[config.mk]
export PLATFORM = sky130hd
export DESIGN_NAME = obstacle_avoid_drive_sequencer_unit
export DESIGN_NICKNAME = d
export VERILOG_FILES = /design/src/design/oads_pkg.sv /design/src/design/oads_cfg.sv /design/src/design/oads_core.sv /design/src/design/obstacle_avoid_drive_sequencer_unit.sv
export SDC_FILE = /design/constraint.sdc
export NUM_CORES = 1
export LEC_CHECK = 0
export ABC_CLOCK_PERIOD_IN_PS = 7210
export BUFFER_PORTS_ARGS = -buffer_cell sky130_fd_sc_hd__buf_4
export CORE_UTILIZATION = 27
export CTS_BUF_LIST = sky130_fd_sc_hd__clkbuf_4 sky130_fd_sc_hd__clkbuf_8
export CTS_CLUSTER_SIZE = 28
export DETAILED_ROUTE_END_ITERATION = 10
export GPL_ROUTABILITY_DRIVEN = 0
export GPL_TIMING_DRIVEN = 0
export HOLD_SLACK_MARGIN = 0.02
export PLACE_DENSITY_LB_ADDON = 0.3
export SYNTH_ARGS = -nofsm -noshare
export SYNTH_HDL_FRONTEND = slang
export SYNTH_SLANG_ARGS = --single-unit
export TNS_END_PERCENT = 30
[constraint.sdc]
create_clock -name clk -period 7.21 [get_ports clk]
set_clock_uncertainty 0.2 [all_clocks]
set_input_delay 1.442 -clock clk [delete_from_list [all_inputs] [get_ports clk]]
set_output_delay 1.442 -clock clk [all_outputs]
set_load 0.02 [all_outputs]
[src/design/oads_pkg.sv]
// Shared types, constants and helpers for the obstacle avoidance drive sequencer.
// No dependencies; imported by every module of the block.
package oads_pkg;

    localparam int COUNT_WIDTH = 24;
    localparam int TICK_W      = 24;
    localparam int RANGE_W     = 10;
    localparam int DUTY_W      = 8;
    localparam int MODE_W      = 2;
    localparam int CFG_INDEX_W = 3;
    localparam int CFG_DATA_W  = 24;

    localparam logic [CFG_INDEX_W-1:0] CFG_NEAR_THRESHOLD   = 3'd0;
    localparam logic [CFG_INDEX_W-1:0] CFG_BACK_TICKS       = 3'd1;
    localparam logic [CFG_INDEX_W-1:0] CFG_TURN_TICKS       = 3'd2;
    localparam logic [CFG_INDEX_W-1:0] CFG_CRUISE_DUTY      = 3'd3;
    localparam logic [CFG_INDEX_W-1:0] CFG_REVERSE_DUTY     = 3'd4;
    localparam logic [CFG_INDEX_W-1:0] CFG_TURN_LEFT_DUTY   = 3'd5;
    localparam logic [CFG_INDEX_W-1:0] CFG_TURN_RIGHT_DUTY  = 3'd6;

    localparam logic [MODE_W-1:0] MODE_STOP     = 2'd0;
    localparam logic [MODE_W-1:0] MODE_BACK     = 2'd1;
    localparam logic [MODE_W-1:0] MODE_TURN     = 2'd2;
    localparam logic [MODE_W-1:0] MODE_STRAIGHT = 2'd3;

    localparam logic [RANGE_W-1:0]       RST_NEAR_THRESHOLD  = 10'd10;
    localparam logic [TICK_W-1:0]        RST_BACK_TICKS      = 24'd2500000;
    localparam logic [TICK_W-1:0]        RST_TURN_TICKS      = 24'd2500000;
    localparam logic signed [DUTY_W-1:0] RST_CRUISE_DUTY     = 8'sd50;
    localparam logic signed [DUTY_W-1:0] RST_REVERSE_DUTY    = -8'sd30;
    localparam logic signed [DUTY_W-1:0] RST_TURN_LEFT_DUTY  = 8'sd30;
    localparam logic signed [DUTY_W-1:0] RST_TURN_RIGHT_DUTY = 8'sd90;

    typedef enum logic [3:0] {
        ST_STOP     = 4'b0001,
        ST_BACK     = 4'b0010,
        ST_TURN     = 4'b0100,
        ST_STRAIGHT = 4'b1000
    } drive_state_t;

    typedef struct packed {
        logic [RANGE_W-1:0]       near_threshold;
        logic [TICK_W-1:0]        back_ticks;
        logic [TICK_W-1:0]        turn_ticks;
        logic signed [DUTY_W-1:0] cruise_duty;
        logic signed [DUTY_W-1:0] reverse_duty;
        logic signed [DUTY_W-1:0] turn_left_wheel_duty;
        logic signed [DUTY_W-1:0] turn_right_wheel_duty;
    } oads_cfg_t;

    typedef struct packed {
        drive_state_t state;
        logic         count_zero;
    } oads_stat_t;

    // Saturate to the countdown range, and treat zero as one.
    function automatic logic [COUNT_WIDTH-1:0] load_value(input logic [TICK_W-1:0] ticks);
        logic [COUNT_WIDTH-1:0] val;
        if ((ticks >> COUNT_WIDTH) != '0)
        begin
            val = '1;
        end
        else
        begin
            val = COUNT_WIDTH'(ticks);
        end
        if (val == '0)
        begin
            val = COUNT_WIDTH'(1);
        end
        return val;
    endfunction

    function automatic logic [MODE_W-1:0] mode_code(input drive_state_t st);
        logic [MODE_W-1:0] code;
        case (st)
            ST_BACK:     code = MODE_BACK;
            ST_TURN:     code = MODE_TURN;
            ST_STRAIGHT: code = MODE_STRAIGHT;
            default:     code = MODE_STOP;
        endcase
        return code;
    endfunction

endpackage

[src/design/oads_cfg.sv]
// Configuration register file of the drive sequencer.
// Depends on oads_pkg for register indexes, reset values and the config struct.
module oads_cfg
    import oads_pkg::*;
(
    input  logic                   clk,
    input  logic                   rst_n,
    input  logic                   cfg_we,
    input  logic [CFG_INDEX_W-1:0] cfg_index,
    input  logic [CFG_DATA_W-1:0]  cfg_data,
    output oads_cfg_t              cfg
);

    oads_cfg_t cfg_reg;
    oads_cfg_t cfg_next;

    always_comb
    begin
        cfg_next = cfg_reg;
        if (cfg_we)
        begin
            case (cfg_index)
                CFG_NEAR_THRESHOLD:  cfg_next.near_threshold        = cfg_data[RANGE_W-1:0];
                CFG_BACK_TICKS:      cfg_next.back_ticks            = cfg_data[TICK_W-1:0];
                CFG_TURN_TICKS:      cfg_next.turn_ticks            = cfg_data[TICK_W-1:0];
                CFG_CRUISE_DUTY:     cfg_next.cruise_duty           = cfg_data[DUTY_W-1:0];
                CFG_REVERSE_DUTY:    cfg_next.reverse_duty          = cfg_data[DUTY_W-1:0];
                CFG_TURN_LEFT_DUTY:  cfg_next.turn_left_wheel_duty  = cfg_data[DUTY_W-1:0];
                CFG_TURN_RIGHT_DUTY: cfg_next.turn_right_wheel_duty = cfg_data[DUTY_W-1:0];
                default:             cfg_next = cfg_reg;
            endcase
        end
    end

    always_ff @(posedge clk or negedge rst_n)
    begin
        if (!rst_n)
        begin
            cfg_reg.near_threshold        <= RST_NEAR_THRESHOLD;
            cfg_reg.back_ticks            <= RST_BACK_TICKS;
            cfg_reg.turn_ticks            <= RST_TURN_TICKS;
            cfg_reg.cruise_duty           <= RST_CRUISE_DUTY;
            cfg_reg.reverse_duty          <= RST_REVERSE_DUTY;
            cfg_reg.turn_left_wheel_duty  <= RST_TURN_LEFT_DUTY;
            cfg_reg.turn_right_wheel_duty <= RST_TURN_RIGHT_DUTY;
        end
        else
        begin
            cfg_reg <= cfg_next;
        end
    end

    assign cfg = cfg_reg;

endmodule

[src/design/oads_core.sv]
// Drive mode state machine and countdown, with duty selection for the next mode.
// Depends on oads_pkg for the state encoding, config struct and load helper.
module oads_core
    import oads_pkg::*;
(
    input  logic                     clk,
    input  logic                     rst_n,
    input  logic                     step,
    input  logic                     op,
    input  logic [RANGE_W-1:0]       range_cm,
    input  oads_cfg_t                cfg,
    output logic [MODE_W-1:0]        mode,
    output logic signed [DUTY_W-1:0] left_duty,
    output logic signed [DUTY_W-1:0] right_duty,
    output logic                     changed,
    output oads_stat_t               stat
);

    drive_state_t           state_reg;
    drive_state_t           state_next;
    logic [COUNT_WIDTH-1:0] count_reg;
    logic [COUNT_WIDTH-1:0] count_next;
    logic [COUNT_WIDTH-1:0] count_dec;
    logic                   near;

    assign near      = range_cm < cfg.near_threshold;
    assign count_dec = count_reg - COUNT_WIDTH'(1);

    always_comb
    begin
        state_next = state_reg;
        count_next = count_reg;
        if (!op)
        begin
            if (near)
            begin
                case (state_reg)
                    ST_STOP:
                    begin
                        state_next = ST_BACK;
                        count_next = load_value(cfg.back_ticks);
                    end
                    ST_TURN, ST_STRAIGHT:
                    begin
                        state_next = ST_STOP;
                        count_next = '0;
                    end
                    default:
                    begin
                        state_next = state_reg;
                    end
                endcase
            end
            else if (state_reg == ST_STOP)
            begin
                state_next = ST_STRAIGHT;
            end
        end
        else if (count_reg != '0)
        begin
            count_next = count_dec;
            if (count_dec == '0)
            begin
                case (state_reg)
                    ST_BACK:
                    begin
                        state_next = ST_TURN;
                        count_next = load_value(cfg.turn_ticks);
                    end
                    ST_TURN:
                    begin
                        state_next = ST_STRAIGHT;
                    end
                    default:
                    begin
                        state_next = state_reg;
                    end
                endcase
            end
        end
    end

    always_comb
    begin
        case (state_next)
            ST_BACK:
            begin
                left_duty  = cfg.reverse_duty;
                right_duty = cfg.reverse_duty;
            end
            ST_TURN:
            begin
                left_duty  = cfg.turn_left_wheel_duty;
                right_duty = cfg.turn_right_wheel_duty;
            end
            ST_STRAIGHT:
            begin
                left_duty  = cfg.cruise_duty;
                right_duty = cfg.cruise_duty;
            end
            default:
            begin
                left_duty  = '0;
                right_duty = '0;
            end
        endcase
    end

    assign mode    = mode_code(state_next);
    assign changed = state_next != state_reg;

    always_ff @(posedge clk or negedge rst_n)
    begin
        if (!rst_n)
        begin
            state_reg <= ST_STOP;
            count_reg <= '0;
        end
        else if (step)
        begin
            state_reg <= state_next;
            count_reg <= count_next;
        end
    end

    assign stat.state      = state_reg;
    assign stat.count_zero = count_reg == '0;

endmodule

[src/design/obstacle_avoid_drive_sequencer_unit.sv]
// Obstacle avoidance drive sequencer: input register, mode/countdown step, result register.
// Each item is registered in the input register, then its result in the result register.
// Throughput: one item per cycle; a stalled result holds the item in the input register,
// and the input stalls only while both registers are full and the result is stalled.
// Reset: mode stopped, countdown idle, both stages empty, registers at defaults.
// Depends on oads_pkg, oads_cfg and oads_core.
module obstacle_avoid_drive_sequencer_unit
    import oads_pkg::*;
(
    input  logic                     clk,
    input  logic                     rst_n,
    input  logic                     cfg_we,
    input  logic [CFG_INDEX_W-1:0]   cfg_index,
    input  logic [CFG_DATA_W-1:0]    cfg_data,
    input  logic                     in_valid,
    output logic                     in_stall,
    input  logic                     op,
    input  logic [RANGE_W-1:0]       range_cm,
    output logic                     out_valid,
    input  logic                     out_stall,
    output logic [MODE_W-1:0]        mode,
    output logic signed [DUTY_W-1:0] left_duty,
    output logic signed [DUTY_W-1:0] right_duty,
    output logic                     changed
);

    oads_cfg_t                cfg;
    oads_stat_t               stat;

    logic                     in_valid_reg;
    logic                     op_reg;
    logic [RANGE_W-1:0]       range_reg;

    logic                     out_valid_reg;
    logic [MODE_W-1:0]        mode_reg;
    logic signed [DUTY_W-1:0] left_reg;
    logic signed [DUTY_W-1:0] right_reg;
    logic                     changed_reg;

    logic                     advance;
    logic                     step;
    logic [MODE_W-1:0]        mode_next;
    logic signed [DUTY_W-1:0] left_next;
    logic signed [DUTY_W-1:0] right_next;
    logic                     changed_next;

    oads_cfg u_cfg (
        .clk       (clk),
        .rst_n     (rst_n),
        .cfg_we    (cfg_we),
        .cfg_index (cfg_index),
        .cfg_data  (cfg_data),
        .cfg       (cfg)
    );

    oads_core u_core (
        .clk        (clk),
        .rst_n      (rst_n),
        .step       (step),
        .op         (op_reg),
        .range_cm   (range_reg),
        .cfg        (cfg),
        .mode       (mode_next),
        .left_duty  (left_next),
        .right_duty (right_next),
        .changed    (changed_next),
        .stat       (stat)
    );

    assign advance  = !out_valid_reg || !out_stall;
    assign step     = in_valid_reg && advance;
    assign in_stall = in_valid_reg && !advance;

    // capture a new item whenever the input stage is free or moving on
    always_ff @(posedge clk or negedge rst_n)
    begin
        if (!rst_n)
        begin
            in_valid_reg <= 1'b0;
        end
        else if (!in_stall)
        begin
            in_valid_reg <= in_valid;
        end
    end

    always_ff @(posedge clk)
    begin
        if (!in_stall && in_valid)
        begin
            op_reg    <= op;
            range_reg <= range_cm;
        end
    end

    // hold the result while stalled
    always_ff @(posedge clk or negedge rst_n)
    begin
        if (!rst_n)
        begin
            out_valid_reg <= 1'b0;
        end
        else if (advance)
        begin
            out_valid_reg <= in_valid_reg;
        end
    end

    always_ff @(posedge clk)
    begin
        if (step)
        begin
            mode_reg    <= mode_next;
            left_reg    <= left_next;
            right_reg   <= right_next;
            changed_reg <= changed_next;
        end
    end

    assign out_valid  = out_valid_reg;
    assign mode       = mode_reg;
    assign left_duty  = left_reg;
    assign right_duty = right_reg;
    assign changed    = changed_reg;

    a_count_matches_mode: assert property (@(posedge clk) disable iff (!rst_n)
        stat.count_zero == (stat.state == ST_STOP || stat.state == ST_STRAIGHT))
        else $error("countdown idle state disagrees with drive mode");

    a_stop_duties_zero: assert property (@(posedge clk) disable iff (!rst_n)
        (out_valid_reg && mode_reg == MODE_STOP) |-> (left_reg == '0 && right_reg == '0))
        else $error("stopped result carries nonzero duty");

    a_stall_only_when_blocked: assert property (@(posedge clk) disable iff (!rst_n)
        in_stall |-> (out_valid_reg && out_stall && in_valid_reg))
        else $error("input stalled without a blocked result");

    a_step_updates_result: assert property (@(posedge clk) disable iff (!rst_n)
        step |=> (out_valid_reg && mode_reg == mode_code(stat.state)))
        else $error("result mode does not follow the stepped state");

endmodule
==> run metrics <==
CTS tree=yes; Total Die Area=0.0281 sq mm; drt drc=0; max FFs per register=90; CP Launch Point=u_core.count_reg[0]; vias per cell=4.91; complex-gate fraction of the synthesized area=15.1%; final setup violation count=0; Max-Cap Viols=0; leakage=3.63 nW; starting DRC count in detailed routing=349; count of buffers from port buffering=61; Hold WC Path Type=flip-flop to flip-flop; Rows=60; gr usage total=14.3%; Syn Inst Count=665; Synth area leaders=dfrtp_1 29%, edfxtp_1 12%, dfstp_2 12%; RSZ-0062 raised after global routing=no; vias=5401; Root Buffer=clkbuf_8; Min Clock Period, post-route=4.28 ns; die height=168 um; pwr dens=332 mW/mm^2; largest area contributor in the netlist=dfrtp_1; effective utilization at floorplan=27.5%; Max Slew Vio Count=0; Synth Warn #=0; Crit Path Max Fanout=10; CP Launch Type=flip-flop; pin count of the biggest net entering global routing=67; Seq/Total Area, Yosys=53.3%; Final Hold Fails=0; post-route ant nets=0; ys async rst share=80.0%; TritonCTS Sinks=150; Crit. End Element=flip-flop; Post-CTS Setup Repair Bufs=0; multiplexer share of the synthesized area=10.3%; Final period util=59.3%; vias in the first global route=5481; # fillers=2747; antenna violations before repair=0; Resized cells post-CTS=0; setup tns final=0 ns; status=completed; Pre-antenna DRT Iters=5; Placeable Area=0.0270 sq mm; dominant synthesized flop cell=dfrtp_1; area delta synth->final=18.1%; RR Startpoint=u_core.count_reg[0]; Post-Synth Simple-Gate Area=13.0%; highest clock rate=234 MHz; H-tree Lvls=4; HP Start=in_valid_reg; Hold Buf Count CTS=0; worst setup path class=flip-flop to flip-flop; Synth cell types=63; Worst-Skew Late Latency=0.47 ns; HPWL Detailed=13900 um; placed inst area=0.00832 sq mm; post-DR wirelength/cell=17.2 um; Peak VDD IR=136 uV; Mapped Area=0.00741 sq mm; worst slew pin tran=1.10 ns; number of synthesized flops with an enable pin=30; post-synth net total=719; WL final=19000 um; synthesized area per cell=11.1 sq um; largest family of logic cells by synthesized area=compound AO/OA/AOI/OAI gates; Min Hold Slack=0.302 ns; share of cells above drive strength 1=29.2%; nets=800; Post-Synth XOR/XNOR Area=2.48%; clk slew on worst S/H paths=0.09 ns; Final Cell Area=0.00875 sq mm; critical path arrival=4.29 ns; Die X=168 um; area share of the largest cell type after synthesis=29.1%; total congestion overflow=0; slew margin rel.=26.3%; io pins=64; Worst EP required=7.23 ns; first-pass GRT wire length=31000 um; Synth Register Bits=150; Clock Path Buffers=2; Post-Synth Adder-Cell Area=1.86%; ant diodes=0; Num CTS Buffers=17
## cell usage after synthesis (5+ instances only)
master	instances
a21o_1	30
a21oi_1	37
a221o_1	8
a22oi_1	23
a31oi_1	6
buf_2	8
clkbuf_1	21
dfrtp_1	86
dfstp_2	34
edfxtp_1	30
ha_1	11
inv_1	32
mux2_2	68
nand2_1	42
nand3_1	7
nand4_1	14
nand4b_1	5
nor2_1	47
nor2b_1	9
nor3_1	9
nor4_1	19
o21ai_0	39
xnor2_1	8
xor2_1	13
## worst paths after layout
check,to,slack (ns),cells after the start
max,left_duty[7],2.93,12
max in group asynchronous,u_core.state_reg[0],5.33,2
min,out_valid,0.30,1
min in group asynchronous,u_core.count_reg[12],0.74,1
max reg2reg,left_duty[7],2.93,12
min reg2reg,out_valid,0.30,1
## worst max-delay path, cell delays in order, from the launching register on
cell      delay [ns]
dfrtp_1         0.46
inv_1           0.10
ha_1            0.14
clkbuf_1        0.36
nor3b_1         0.30
nand2_1         0.16
xor2_1          0.27
nand4_1         0.14
nor4_2          0.56
a31oi_1         0.22
o31ai_2         0.70
a21oi_1         0.19
a21o_1          0.22
## per-layer routing
| metal | up-vias | wire (um) | global-route usage, % |
|---|---|---|---|
| li1 | 2593 | - | - |
| met1 | 2638 | 9540 | 20.7 |
| met2 | 144 | 8270 | 21.0 |
| met3 | 26 | 747 | 2.25 |
| met4 | 0 | 405 | 5.66 |
| met5 | - | 0 | 0 |
## stage by stage
step                      std cells  util (%)  power (mW)  setup slack [ns]
after floorplan                 665         -        1.93              3.73
after global placement         1067      30.8        2.21              2.99
after detailed placement       1068      30.9        2.23              2.98
after CTS                      1100      32.5        2.92              2.91
after global routing           1100      32.5        3.09              2.48
final                          1100      32.5        2.90              2.93
## cell families (layout without fill, tap and decap cells)
family,Yosys count,count (layout)
DFF,150,150
buffers and inverters,68,162
and+or+nand+nor,181,181
muxes,68,68
adders and majority gates,11,11
xor gates and xnor gates,21,21
AOI/OAI and AO/OA,166,166
## where the power goes
group          switching, mW  leakage [nW]  total [mW]  internal (mW)
Combinational          0.494          1.75       0.896          0.403
Clock                  0.366         0.211       0.689          0.322
Sequential             0.190          1.67        1.32           1.13
Total                   1.05          3.63        2.90           1.85
## cells in the final DEF, fill, tap and decap left out, types with 3 or more instances in the layout
cell,n
dfrtp_1,86
mux2_2,68
buf_4,62
nor2_1,47
nand2_1,42
o21ai_0,39
a21oi_1,37
dfstp_2,34
inv_1,32
a21o_1,30
edfxtp_1,30
a22oi_1,23
clkbuf_1,21
nor4_1,19
clkbuf_8,17
nand4_1,14
xor2_1,13
ha_1,11
nor2b_1,9
nor3_1,9
xnor2_1,8
buf_2,8
a221o_1,8
nand3_1,7
a31oi_1,6
nand4b_1,5
nand2b_1,4
and3_1,4
nor3b_1,4
buf_6,4
inv_6,4
and4_1,3
and2_1,3
clkinv_4,3
## area by class of cell
cell class                 count  area, sq um  area share, %
timing repair buffer          62          489           5.59
buffer                        35          171           1.96
multi-input combinational    447         3170           36.2
sequential                   150         3950           45.1
inverter                      33          124           1.42
clock buffer                  17          234           2.68
clock inverter                15          189           2.16
tap                          341          427           4.88
No activity file was read; power rests on OpenSTA's default activity.
